## config.mk

```make
export PLATFORM = sky130hd
export DESIGN_NAME = dual_pwm_drift_balancer
export DESIGN_NICKNAME = d
export VERILOG_FILES = /design/src/sv/dpdb_pkg.sv /design/src/sv/dpdb_step.sv /design/src/sv/dual_pwm_drift_balancer.sv
export SDC_FILE = /design/constraint.sdc
export NUM_CORES = 2
export LEC_CHECK = 0
export ABC_AREA = 1
export BUFFER_PORTS_ARGS = -buffer_cell sky130_fd_sc_hd__buf_2
export CAP_MARGIN = 0
export CELL_PAD_IN_SITES_DETAIL_PLACEMENT = 0
export CELL_PAD_IN_SITES_GLOBAL_PLACEMENT = 1
export CORE_MARGIN = 5
export CORE_UTILIZATION = 28
export DETAILED_ROUTE_END_ITERATION = 6
export PLACE_DENSITY = 0.58
export SLEW_MARGIN = 20
export SYNTH_ARGS = -nofsm -noshare
export SYNTH_HDL_FRONTEND = slang
export SYNTH_HIERARCHICAL = 1
export SYNTH_SLANG_ARGS = --single-unit
```

## constraint.sdc

```tcl
create_clock -name clk_i -period 10.2 [get_ports clk_i]
set_input_delay 2.04 -clock clk_i [delete_from_list [all_inputs] [get_ports clk_i]]
set_output_delay 2.04 -clock clk_i [all_outputs]
set_load 0.02 [all_outputs]
```

## src/sv/dpdb_pkg.sv

```systemverilog
`timescale 1ns / 1ps
`default_nettype none

package dpdb_pkg;

  localparam int unsigned PWM_PERIOD = 100;
  localparam int unsigned DUTY_STEP  = 3;

  localparam int unsigned DUTY_W    = 7;
  localparam int unsigned DUTY_XW   = DUTY_W + 1;
  localparam int unsigned CNT_W     = 32;
  localparam int unsigned GAIN_W    = 16;
  localparam int unsigned GAIN_FRAC = 14;
  localparam int unsigned PROD_W    = CNT_W + GAIN_W;
  localparam int unsigned CFG_IDX_W = 2;
  localparam int unsigned CFG_DW    = 32;

  // Register indexes on the configuration port
  localparam logic [CFG_IDX_W-1:0] REG_START_DUTY   = 2'd0;
  localparam logic [CFG_IDX_W-1:0] REG_BALANCE_GAIN = 2'd1;
  localparam logic [CFG_IDX_W-1:0] REG_TARGET_COUNT = 2'd2;

  localparam logic [DUTY_W-1:0]  START_DUTY_RST   = 7'd30;
  localparam logic [GAIN_W-1:0]  BALANCE_GAIN_RST = 16'd16216;
  localparam logic [CNT_W-1:0]   TARGET_COUNT_RST = 32'd0;

  typedef enum logic {
    ACTION_TICK  = 1'b0,
    ACTION_START = 1'b1
  } action_e;

  typedef struct packed {
    action_e            action;
    logic [CNT_W-1:0]   left_count;
    logic [CNT_W-1:0]   right_count;
  } req_t;

  typedef struct packed {
    logic [DUTY_W-1:0]  start_duty;
    logic [GAIN_W-1:0]  balance_gain;
    logic [CNT_W-1:0]   target_count;
  } cfg_t;

  typedef struct packed {
    logic [DUTY_W-1:0]  phase;
    logic [DUTY_W-1:0]  left_duty;
    logic [DUTY_W-1:0]  right_duty;
    logic [CNT_W-1:0]   left_origin;
    logic [CNT_W-1:0]   right_origin;
    logic               finished;
  } state_t;

  typedef struct packed {
    logic               left_pwm;
    logic               right_pwm;
    logic               done_res;
    logic [DUTY_W-1:0]  left_duty_now;
    logic [DUTY_W-1:0]  right_duty_now;
  } res_t;

endpackage

`default_nettype wire

```

## src/sv/dpdb_step.sv

```systemverilog
`timescale 1ns / 1ps
`default_nettype none

// One control step: next state and result for one request.
module dpdb_step (
  input  dpdb_pkg::req_t   req_i,
  input  dpdb_pkg::cfg_t   cfg_i,
  input  dpdb_pkg::state_t state_i,
  output dpdb_pkg::state_t state_o,
  output dpdb_pkg::res_t   res_o
);

  localparam logic [dpdb_pkg::DUTY_W-1:0] PERIOD_D =
    dpdb_pkg::DUTY_W'(dpdb_pkg::PWM_PERIOD);
  localparam logic [dpdb_pkg::DUTY_XW-1:0] PERIOD_X =
    dpdb_pkg::DUTY_XW'(dpdb_pkg::PWM_PERIOD);
  localparam logic [dpdb_pkg::DUTY_W-1:0] STEP_D =
    dpdb_pkg::DUTY_W'(dpdb_pkg::DUTY_STEP);
  localparam logic [dpdb_pkg::DUTY_XW-1:0] STEP_X =
    dpdb_pkg::DUTY_XW'(dpdb_pkg::DUTY_STEP);

  logic [dpdb_pkg::DUTY_XW-1:0] phase_inc;
  logic [dpdb_pkg::DUTY_W-1:0]  phase_nxt;
  logic [dpdb_pkg::DUTY_W-1:0]  start_clamped;
  logic [dpdb_pkg::CNT_W-1:0]   ltrav, rtrav;
  logic [dpdb_pkg::PROD_W-1:0]  rhs, lhs;
  logic                         lp, rp;
  logic                         to_right_ok, to_left_ok;

  assign phase_inc = {1'b0, state_i.phase} + dpdb_pkg::DUTY_XW'(1);
  assign phase_nxt = (phase_inc >= PERIOD_X) ? '0 : phase_inc[dpdb_pkg::DUTY_W-1:0];

  // PWM levels use the duties before this step's correction
  assign lp = (phase_nxt < state_i.left_duty);
  assign rp = (phase_nxt < state_i.right_duty);

  assign ltrav = req_i.left_count  - state_i.left_origin;
  assign rtrav = req_i.right_count - state_i.right_origin;

  // right * gain against left << 14, both exact in 48 bits
  assign rhs = {{dpdb_pkg::GAIN_W{1'b0}}, rtrav} *
               {{dpdb_pkg::CNT_W{1'b0}}, cfg_i.balance_gain};
  assign lhs = {{(dpdb_pkg::GAIN_W - dpdb_pkg::GAIN_FRAC){1'b0}}, ltrav,
                {dpdb_pkg::GAIN_FRAC{1'b0}}};

  assign to_right_ok = (({1'b0, state_i.right_duty} + STEP_X) <= PERIOD_X) &&
                       (state_i.left_duty >= STEP_D);
  assign to_left_ok  = (({1'b0, state_i.left_duty} + STEP_X) <= PERIOD_X) &&
                       (state_i.right_duty >= STEP_D);

  assign start_clamped = (cfg_i.start_duty > PERIOD_D) ? PERIOD_D : cfg_i.start_duty;

  always_comb begin
    state_o = state_i;
    res_o   = '0;
    if (req_i.action == dpdb_pkg::ACTION_START) begin
      state_o.left_origin  = req_i.left_count;
      state_o.right_origin = req_i.right_count;
      state_o.left_duty    = start_clamped;
      state_o.right_duty   = start_clamped;
      state_o.phase        = '0;
      state_o.finished     = 1'b0;
    end else if (!state_i.finished) begin
      state_o.phase = phase_nxt;
      if (rhs < lhs) begin
        if (to_right_ok) begin
          state_o.right_duty = state_i.right_duty + STEP_D;
          state_o.left_duty  = state_i.left_duty  - STEP_D;
        end
      end else if (lhs < rhs) begin
        if (to_left_ok) begin
          state_o.left_duty  = state_i.left_duty  + STEP_D;
          state_o.right_duty = state_i.right_duty - STEP_D;
        end
      end
      if (ltrav >= cfg_i.target_count) begin
        state_o.finished = 1'b1;
        res_o.done_res   = 1'b1;
      end else begin
        res_o.left_pwm  = lp;
        res_o.right_pwm = rp;
      end
    end else begin
      res_o.done_res = 1'b1;
    end
    res_o.left_duty_now  = state_o.left_duty;
    res_o.right_duty_now = state_o.right_duty;
  end

endmodule

`default_nettype wire

```

## src/sv/dual_pwm_drift_balancer.sv

```systemverilog
// Data path: a request is taken into the request register, the step moves it
// into the result register, and the result is taken from there.
// Throughput: one request per cycle while the result is not stalled; the step
// logic between the request register and the result register is combinational.
// A stalled result holds the result register; the request register keeps
// filling, so one extra request is taken while the result waits.
// Reset (rst_ni low, async): no request/result held, run finished, duties,
// phase and origins zero, registers at start_duty 30, gain 16216, target 0.
`timescale 1ns / 1ps
`default_nettype none

module dual_pwm_drift_balancer (
  input  logic                                 clk_i,
  input  logic                                 rst_ni,
  // configuration write port
  input  logic                                 cfg_we_i,
  input  logic [dpdb_pkg::CFG_IDX_W-1:0]       cfg_idx_i,
  input  logic [dpdb_pkg::CFG_DW-1:0]          cfg_wdata_i,
  // request channel
  input  logic                                 in_valid_i,
  output logic                                 in_stall_o,
  input  logic                                 action_i,
  input  logic [dpdb_pkg::CNT_W-1:0]           left_count_i,
  input  logic [dpdb_pkg::CNT_W-1:0]           right_count_i,
  // result channel
  output logic                                 out_valid_o,
  input  logic                                 out_stall_i,
  output logic                                 left_pwm_o,
  output logic                                 right_pwm_o,
  output logic                                 done_res_o,
  output logic [dpdb_pkg::DUTY_W-1:0]          left_duty_now_o,
  output logic [dpdb_pkg::DUTY_W-1:0]          right_duty_now_o
);

  // configuration registers
  dpdb_pkg::cfg_t   cfg_q;

  // request register
  logic             req_valid_q;
  dpdb_pkg::req_t   req_q;

  // controller state
  dpdb_pkg::state_t state_q, state_d;

  // result register
  logic             res_valid_q;
  dpdb_pkg::res_t   res_q, res_d;

  logic             step_go;   // request register moves into the result register
  logic             in_take;   // new request accepted this cycle

  // The step runs when a request is held and the result slot is free or
  // being emptied this cycle.
  assign step_go    = req_valid_q && (!res_valid_q || !out_stall_i);
  assign in_stall_o = req_valid_q && !step_go;
  assign in_take    = in_valid_i && !in_stall_o;

  always_ff @(posedge clk_i or negedge rst_ni) begin
    if (!rst_ni) begin
      cfg_q.start_duty   <= dpdb_pkg::START_DUTY_RST;
      cfg_q.balance_gain <= dpdb_pkg::BALANCE_GAIN_RST;
      cfg_q.target_count <= dpdb_pkg::TARGET_COUNT_RST;
    end else if (cfg_we_i) begin
      case (cfg_idx_i)
        dpdb_pkg::REG_START_DUTY:
          cfg_q.start_duty <= cfg_wdata_i[dpdb_pkg::DUTY_W-1:0];
        dpdb_pkg::REG_BALANCE_GAIN:
          cfg_q.balance_gain <= cfg_wdata_i[dpdb_pkg::GAIN_W-1:0];
        dpdb_pkg::REG_TARGET_COUNT:
          cfg_q.target_count <= cfg_wdata_i[dpdb_pkg::CNT_W-1:0];
        default: ;  // unused index, write dropped
      endcase
    end
  end

  // Request register: payload needs no reset.
  always_ff @(posedge clk_i or negedge rst_ni) begin
    if (!rst_ni) begin
      req_valid_q <= 1'b0;
    end else if (in_take) begin
      req_valid_q <= 1'b1;
    end else if (step_go) begin
      req_valid_q <= 1'b0;
    end
  end

  always_ff @(posedge clk_i) begin
    if (in_take) begin
      req_q.action      <= dpdb_pkg::action_e'(action_i);
      req_q.left_count  <= left_count_i;
      req_q.right_count <= right_count_i;
    end
  end

  dpdb_step u_step (
    .req_i   (req_q),
    .cfg_i   (cfg_q),
    .state_i (state_q),
    .state_o (state_d),
    .res_o   (res_d)
  );

  // State commits with each step, so the next request sees it right away.
  always_ff @(posedge clk_i or negedge rst_ni) begin
    if (!rst_ni) begin
      state_q.phase        <= '0;
      state_q.left_duty    <= '0;
      state_q.right_duty   <= '0;
      state_q.left_origin  <= '0;
      state_q.right_origin <= '0;
      state_q.finished     <= 1'b1;  // idle until the first start
    end else if (step_go) begin
      state_q <= state_d;
    end
  end

  always_ff @(posedge clk_i or negedge rst_ni) begin
    if (!rst_ni) begin
      res_valid_q <= 1'b0;
    end else if (step_go) begin
      res_valid_q <= 1'b1;
    end else if (!out_stall_i) begin
      res_valid_q <= 1'b0;
    end
  end

  always_ff @(posedge clk_i) begin
    if (step_go) begin
      res_q <= res_d;
    end
  end

  assign out_valid_o      = res_valid_q;
  assign left_pwm_o       = res_q.left_pwm;
  assign right_pwm_o      = res_q.right_pwm;
  assign done_res_o       = res_q.done_res;
  assign left_duty_now_o  = res_q.left_duty_now;
  assign right_duty_now_o = res_q.right_duty_now;

endmodule

`default_nettype wire

```

=== After elaboration in Yosys (flattened, before gate mapping) ===
Index checks and enable logic that the tools add are counted.

* Bits in registers: 225
* Bits of input ports: 104
* Logic and storage cells: 77

* Add/subtract/negate cells: 9
* $mul: 1
* Magnitude comparators: 11
* Equality and inequality tests: 4
* Muxes and demuxes: 15
* Reductions and logical operators: 18

{| class="wikitable"
|+ Operator list
! kind !! count
|-
| subtractor 32 bit || 2
|-
| 2-to-1 mux 14 bit || 4
|-
| less-than comparator 46 x 48 -> 1 bit || 1
|-
| less-than comparator 48 x 46 -> 1 bit || 1
|-
| multiplier 32 x 16 -> 48 bit || 1
|-
| 2-to-1 mux 21 bit || 2
|-
| >= comparator 32 bit || 1
|-
| adder 7 x 2 -> 8 bit, second input constant || 2
|-
| <= comparator 8 x 7 -> 1 bit, second input constant || 2
|-
| adder 7 x 2 -> 7 bit, second input constant || 2
|-
| >= comparator 7 x 2 -> 1 bit, second input constant || 2
|-
| less-than comparator 7 bit || 2
|-
| 2-to-1 mux 7 bit || 2
|-
| subtractor 7 x 2 -> 7 bit, second input constant || 2
|-
| AND reduction 2 bit || 5
|-
| adder 7 x 1 -> 8 bit, second input constant || 1
|-
| >= comparator 8 x 7 -> 1 bit, second input constant || 1
|-
| greater-than comparator 7 bit, second input constant || 1
|-
| 2-to-1 mux 1 bit || 7
|-
| logical AND 1 bit || 5
|-
| zero test 1 bit || 4
|-
| OR reduction 3 bit || 1
|-
| == test 2 x 1 -> 1 bit, second input constant || 1
|-
| == test 2 bit, second input constant || 1
|-
| 5 further kinds || 5
|}

=== Depth between registers and ports, before layout ===
* Depth in word-level cells: 8
* Depth in mapped cells: 59
* Depth with buffers taken out: 57

=== By module ===
The synthesis kept the hierarchy.

{| class="wikitable"
|+ By module, submodules not included
! module !! times used !! cells an instance !! area an instance (sq um)
|-
| dpdb_step || 1 || 3448 || 23993.0
|-
| dual_pwm_drift_balancer || 1 || 711 || 8207.9
|}

=== Worst setup path before layout ===
Ideal clock, no wire load.

* Path kind: reg2reg
* From: register state_q[1] (netlist name)
* To: register state_q[77] (netlist name)
* Arrival: 8827 ps
* Required time: 10083 ps
* Setup slack: 1256 ps
* Cell stages (with the launch flop): 51
* Buffers on the path: 2
* Period minus slack after synthesis: 8944 ps
* Path through: dfrtp_1 > ha_1 > fa_1 > nand3b_1 > nand2_1 > a21oi_1 > nor2_1 > nor2_1 > o21ai_2 > xor2_1 > inv_1 > nor2_1 > fa_1 > inv_1 > fa_1 > fa_1 > inv_1 > fa_1 > [15 not listed] > ha_1 > nand2_1 > nor3_1 > nand4_1 > inv_1 > nand3_1 > inv_1 > nand4_4 > nand2_4 > buf_6 > nand2_1 > nand2_1 > nand3_1 > nand2_1 > nand2_1 > buf_4 > nand3_1 > nand2_1

{| class="wikitable"
|+ RTL lines
! element !! RTL line !! RTL
|-
| start, declared || dual_pwm_drift_balancer.sv:43 || <nowiki>dpdb_pkg::state_t state_q, state_d;</nowiki>
|-
| start signal, assigned || dual_pwm_drift_balancer.sv:113 || <nowiki>state_q <= state_d;</nowiki>
|}

==> key figures <==
Synth
  – Mean post-synth cell area: 7.742 um^2
  – Number of flops mapped to enable cells by yosys: 82
  – Asr flop ratio synth: 0.6356
  – Yosys cell types: 61
  – Area leader, netlist: fa_1
  – Mapped Nets: 4,949
  – Main synth FF type: dfrtp_1
  – Register area share after synthesis: 0.1881
  – Cell area after synthesis: 32,200 um^2
  – Ys Warns: 6
  – #FFs+latches synth: 225
  – Top cells by area, synth: fa_1 (26%), nand2_1 (12%), ha_1 (10%), dfrtp_1 (10%), inv_1 (8.6%)
  – Synthesized instance count: 4,159
  – Top cell type's share of synthesized area: 0.2611

Cells and area
  – Post-Layout Cell Count: 5,815
  – Synthesis-to-finish area growth: 12.83%
  – Nets: 5,069
  – Register Area: 6062 um^2
  – Commonest non-fill, non-tap cell in the layout: nand2_1
  – Design area: 36,330 um^2
  – Most frequent cells in the layout: nand2_1 (1,012), inv_1 (735), fa_1 (420)
  – Multi-input logic area: 22,820 um^2
  – Layout cell share with drive strength beyond 1: 0.1121
  – Fillers: 12.35k

GRT
  – First-pass GRT wire length: 173,300 um
  – Largest net degree at the start of global routing: 90
  – Total gr overflow: 0
  – Vias in the first global route: 27.86k
  – Initial antenna violation count: 3
  – GR Util All Layers: 0.1828

Clock network
  – Clk Latency, worst-skew pair: 0.61 ns
  – Cts bufs inserted: 28
  – CTS tree: built
  – H-Tree Depth: 1
  – CTS max path bufs: 3
  – Clk sinks: 225
  – Root Buffer: clkbuf_16
  – Post-CTS Hold Fix Bufs: 0
  – Clk slew on worst S/H paths: 0.06 ns

Setup path
  – Buf/Inv on CP: 12
  – Reg2reg setup slack: 0.54 ns
  – Crit path capture type: flop
  – WS Path Type: flop to flop
  – Worst path required time: 10.69 ns
  – Worst-path fanout max: 7
  – Crit. Startpoint: state_q[1]
  – Top delay family on crit path: adder cells
  – Total stage count of the critical path: 52
  – Setup crit end: state_q[67]
  – Worst reg2reg startpoint: state_q[1]
  – FF-to-FF path depth: 52
  – Slowest-stage cell, CP: fa_1
  – CP arrival: 10.15 ns
  – Crit path largest cell delay: 0.54 ns
  – Startpoint Class: flop
  – RR Endpoint: state_q[67]

Route
  – Routed length on met2: 52,030 um
  – Wire length per cell: 19.09 um
  – Routed vias: 26.85k
  – Final WL: 111,000 um
  – Antenna-violating nets left: 0
  – Vias/cell: 4.617
  – Starting DRT DRC Count: 1,578
  – Max layer used: met4
  – Pre-antenna DRT Iters: 6
  – Residual DRC: 0
  – WL met3: 4291 um
  – Met1 WL: 52,730 um

Run
  – Max-cap violation count: 0

Timing
  – Final period utilization: 0.9471
  – Min Tclk post-route: 9.661 ns
  – Slew Limit Fails: 0
  – Fin Hold WS: 0.4672 ns
  – Max-slew headroom: 0.3519
  – Final Hold Viols: 0
  – Finish-stage setup viols: 0
  – Setup TNS Final: 0 ns
  – Tightest Pin Transition: 0.9722 ns
  – Fmax: 103.5 MHz
  – Fin Clk Skew: 0.04257 ns

Status
  – Status: finished, final reports clean

Placement
  – Placed cells: 5,749
  – IO Port Bufs: 122
  – Detailed-placement wirelength estimate: 90,820 um
  – GP Congestion: 0.8676
  – Placement Cell Area: 34,900 um^2

Die
  – Die X-Extent: 349.1 um
  – Rows: 124
  – Die area: 121,900 um^2
  – Die Y: 349.1 um
  – Total core area: 114,300 um^2
  – IO Pins: 123
  – Initial Util: 0.2816

Hold path
  – Worst min-delay path class: flop to flop
cell families after synthesis:
group	share of synthesized area
adders and majority gates	0.3645
DFF	0.1881
xor gates and xnor gates	0.02798
and+or+nand+nor	0.2389
buffers and inverters	0.1131
AOI/OAI and AO/OA	0.06742
how the worst min path moves through the flow:
stage,slack [ns],depth (start not counted),start,to
finish,0.47,2,cfg_q[16],cfg_q[16]
global route,0.49,2,state_q[25],state_q[25]
CTS,0.47,2,state_q[56],state_q[56]
detailed placement,0.46,2,state_q[56],state_q[56]
global placement,0.45,2,state_q[36],state_q[36]
floorplan,0.44,2,cfg_q[37],cfg_q[37]
metal layers:
metal	GRT usage	up-vias
li1	-	13117
met1	0.2587	13122
met2	0.3065	528
met3	0.02059	83
met4	0.02974	0
met5	0	-
layout make-up:
type / instances / share of cell area
inverter: 769 / 0.08045
clock buffer: 40 / 0.02135
sequential: 225 / 0.1669
clock inverter: 12 / 0.005097
tap: 1512 / 0.05207
antenna: 2 / 0.0001378
timing repair buffer: 251 / 0.04587
multi-input combinational: 3004 / 0.6282
repair_timing:
item                                    in CTS  in global routing
gates cloned                                 0                  0
buffers inserted                             1                 11
pin swaps                                    0                 13
gates resized for setup                      5                 94
endpoints found under the setup margin      28                 28
state kept, by name, summed over array words and instances (netlist names):
| register | cells |
|---|---|
| right_pwm_o | 1 |
| out_valid_o | 1 |
| right_duty_now_o | 7 |
| left_duty_now_o | 7 |
| left_pwm_o | 1 |
| cfg_q | 55 |
| state_q | 86 |
| req_valid_q | 1 |
| done_res_o | 1 |
| req_q | 65 |
worst register-to-register path, delay by kind of cell (launching register included):
family	cells	cell delay [ns]
flops	1	0.40
simple gates	21	2.40
fa+ha+maj	10	4.23
buf+inv	12	1.27
compound gates	7	0.85
xor+xnor	2	0.41
through the flow:
step                      worst slack [ns]    util
after global routing             -0.003472  0.3177
after detailed placement           -0.1962  0.3052
final                               0.5392  0.3177
after CTS                         0.008484  0.3138
after global placement             -0.2114  0.3052
after floorplan                      1.256       -
Yosys cell counts (3+ instances only):
cell type     n
a211oi_1      5
a21boi_0      6
a21o_1       13
a21oi_1     171
a221oi_1      5
a31oi_1       5
buf_1         3
buf_2        34
buf_4        24
clkbuf_1     96
clkinv_1      7
dfrtp_1     129
dfstp_2      14
edfxtp_1     82
fa_1        420
ha_1        266
inv_1       741
inv_2        21
nand2_1    1024
nand2_2      11
nand2_4       3
nand3_1     253
nand3b_1      9
nand4_1      73
nor2_1      365
nor2_2       12
nor3_1       17
nor4_1        7
o211ai_1      6
o21a_1        9
o21ai_0     128
o21ai_1       9
o21bai_1      7
o221ai_1      3
o31ai_1       4
or2_2        43
xnor2_1      35
xor2_1       66
Power is left out: the tool's default activity adds up to more than one toggle a clock period on the data nets, which glitch-free logic cannot reach.
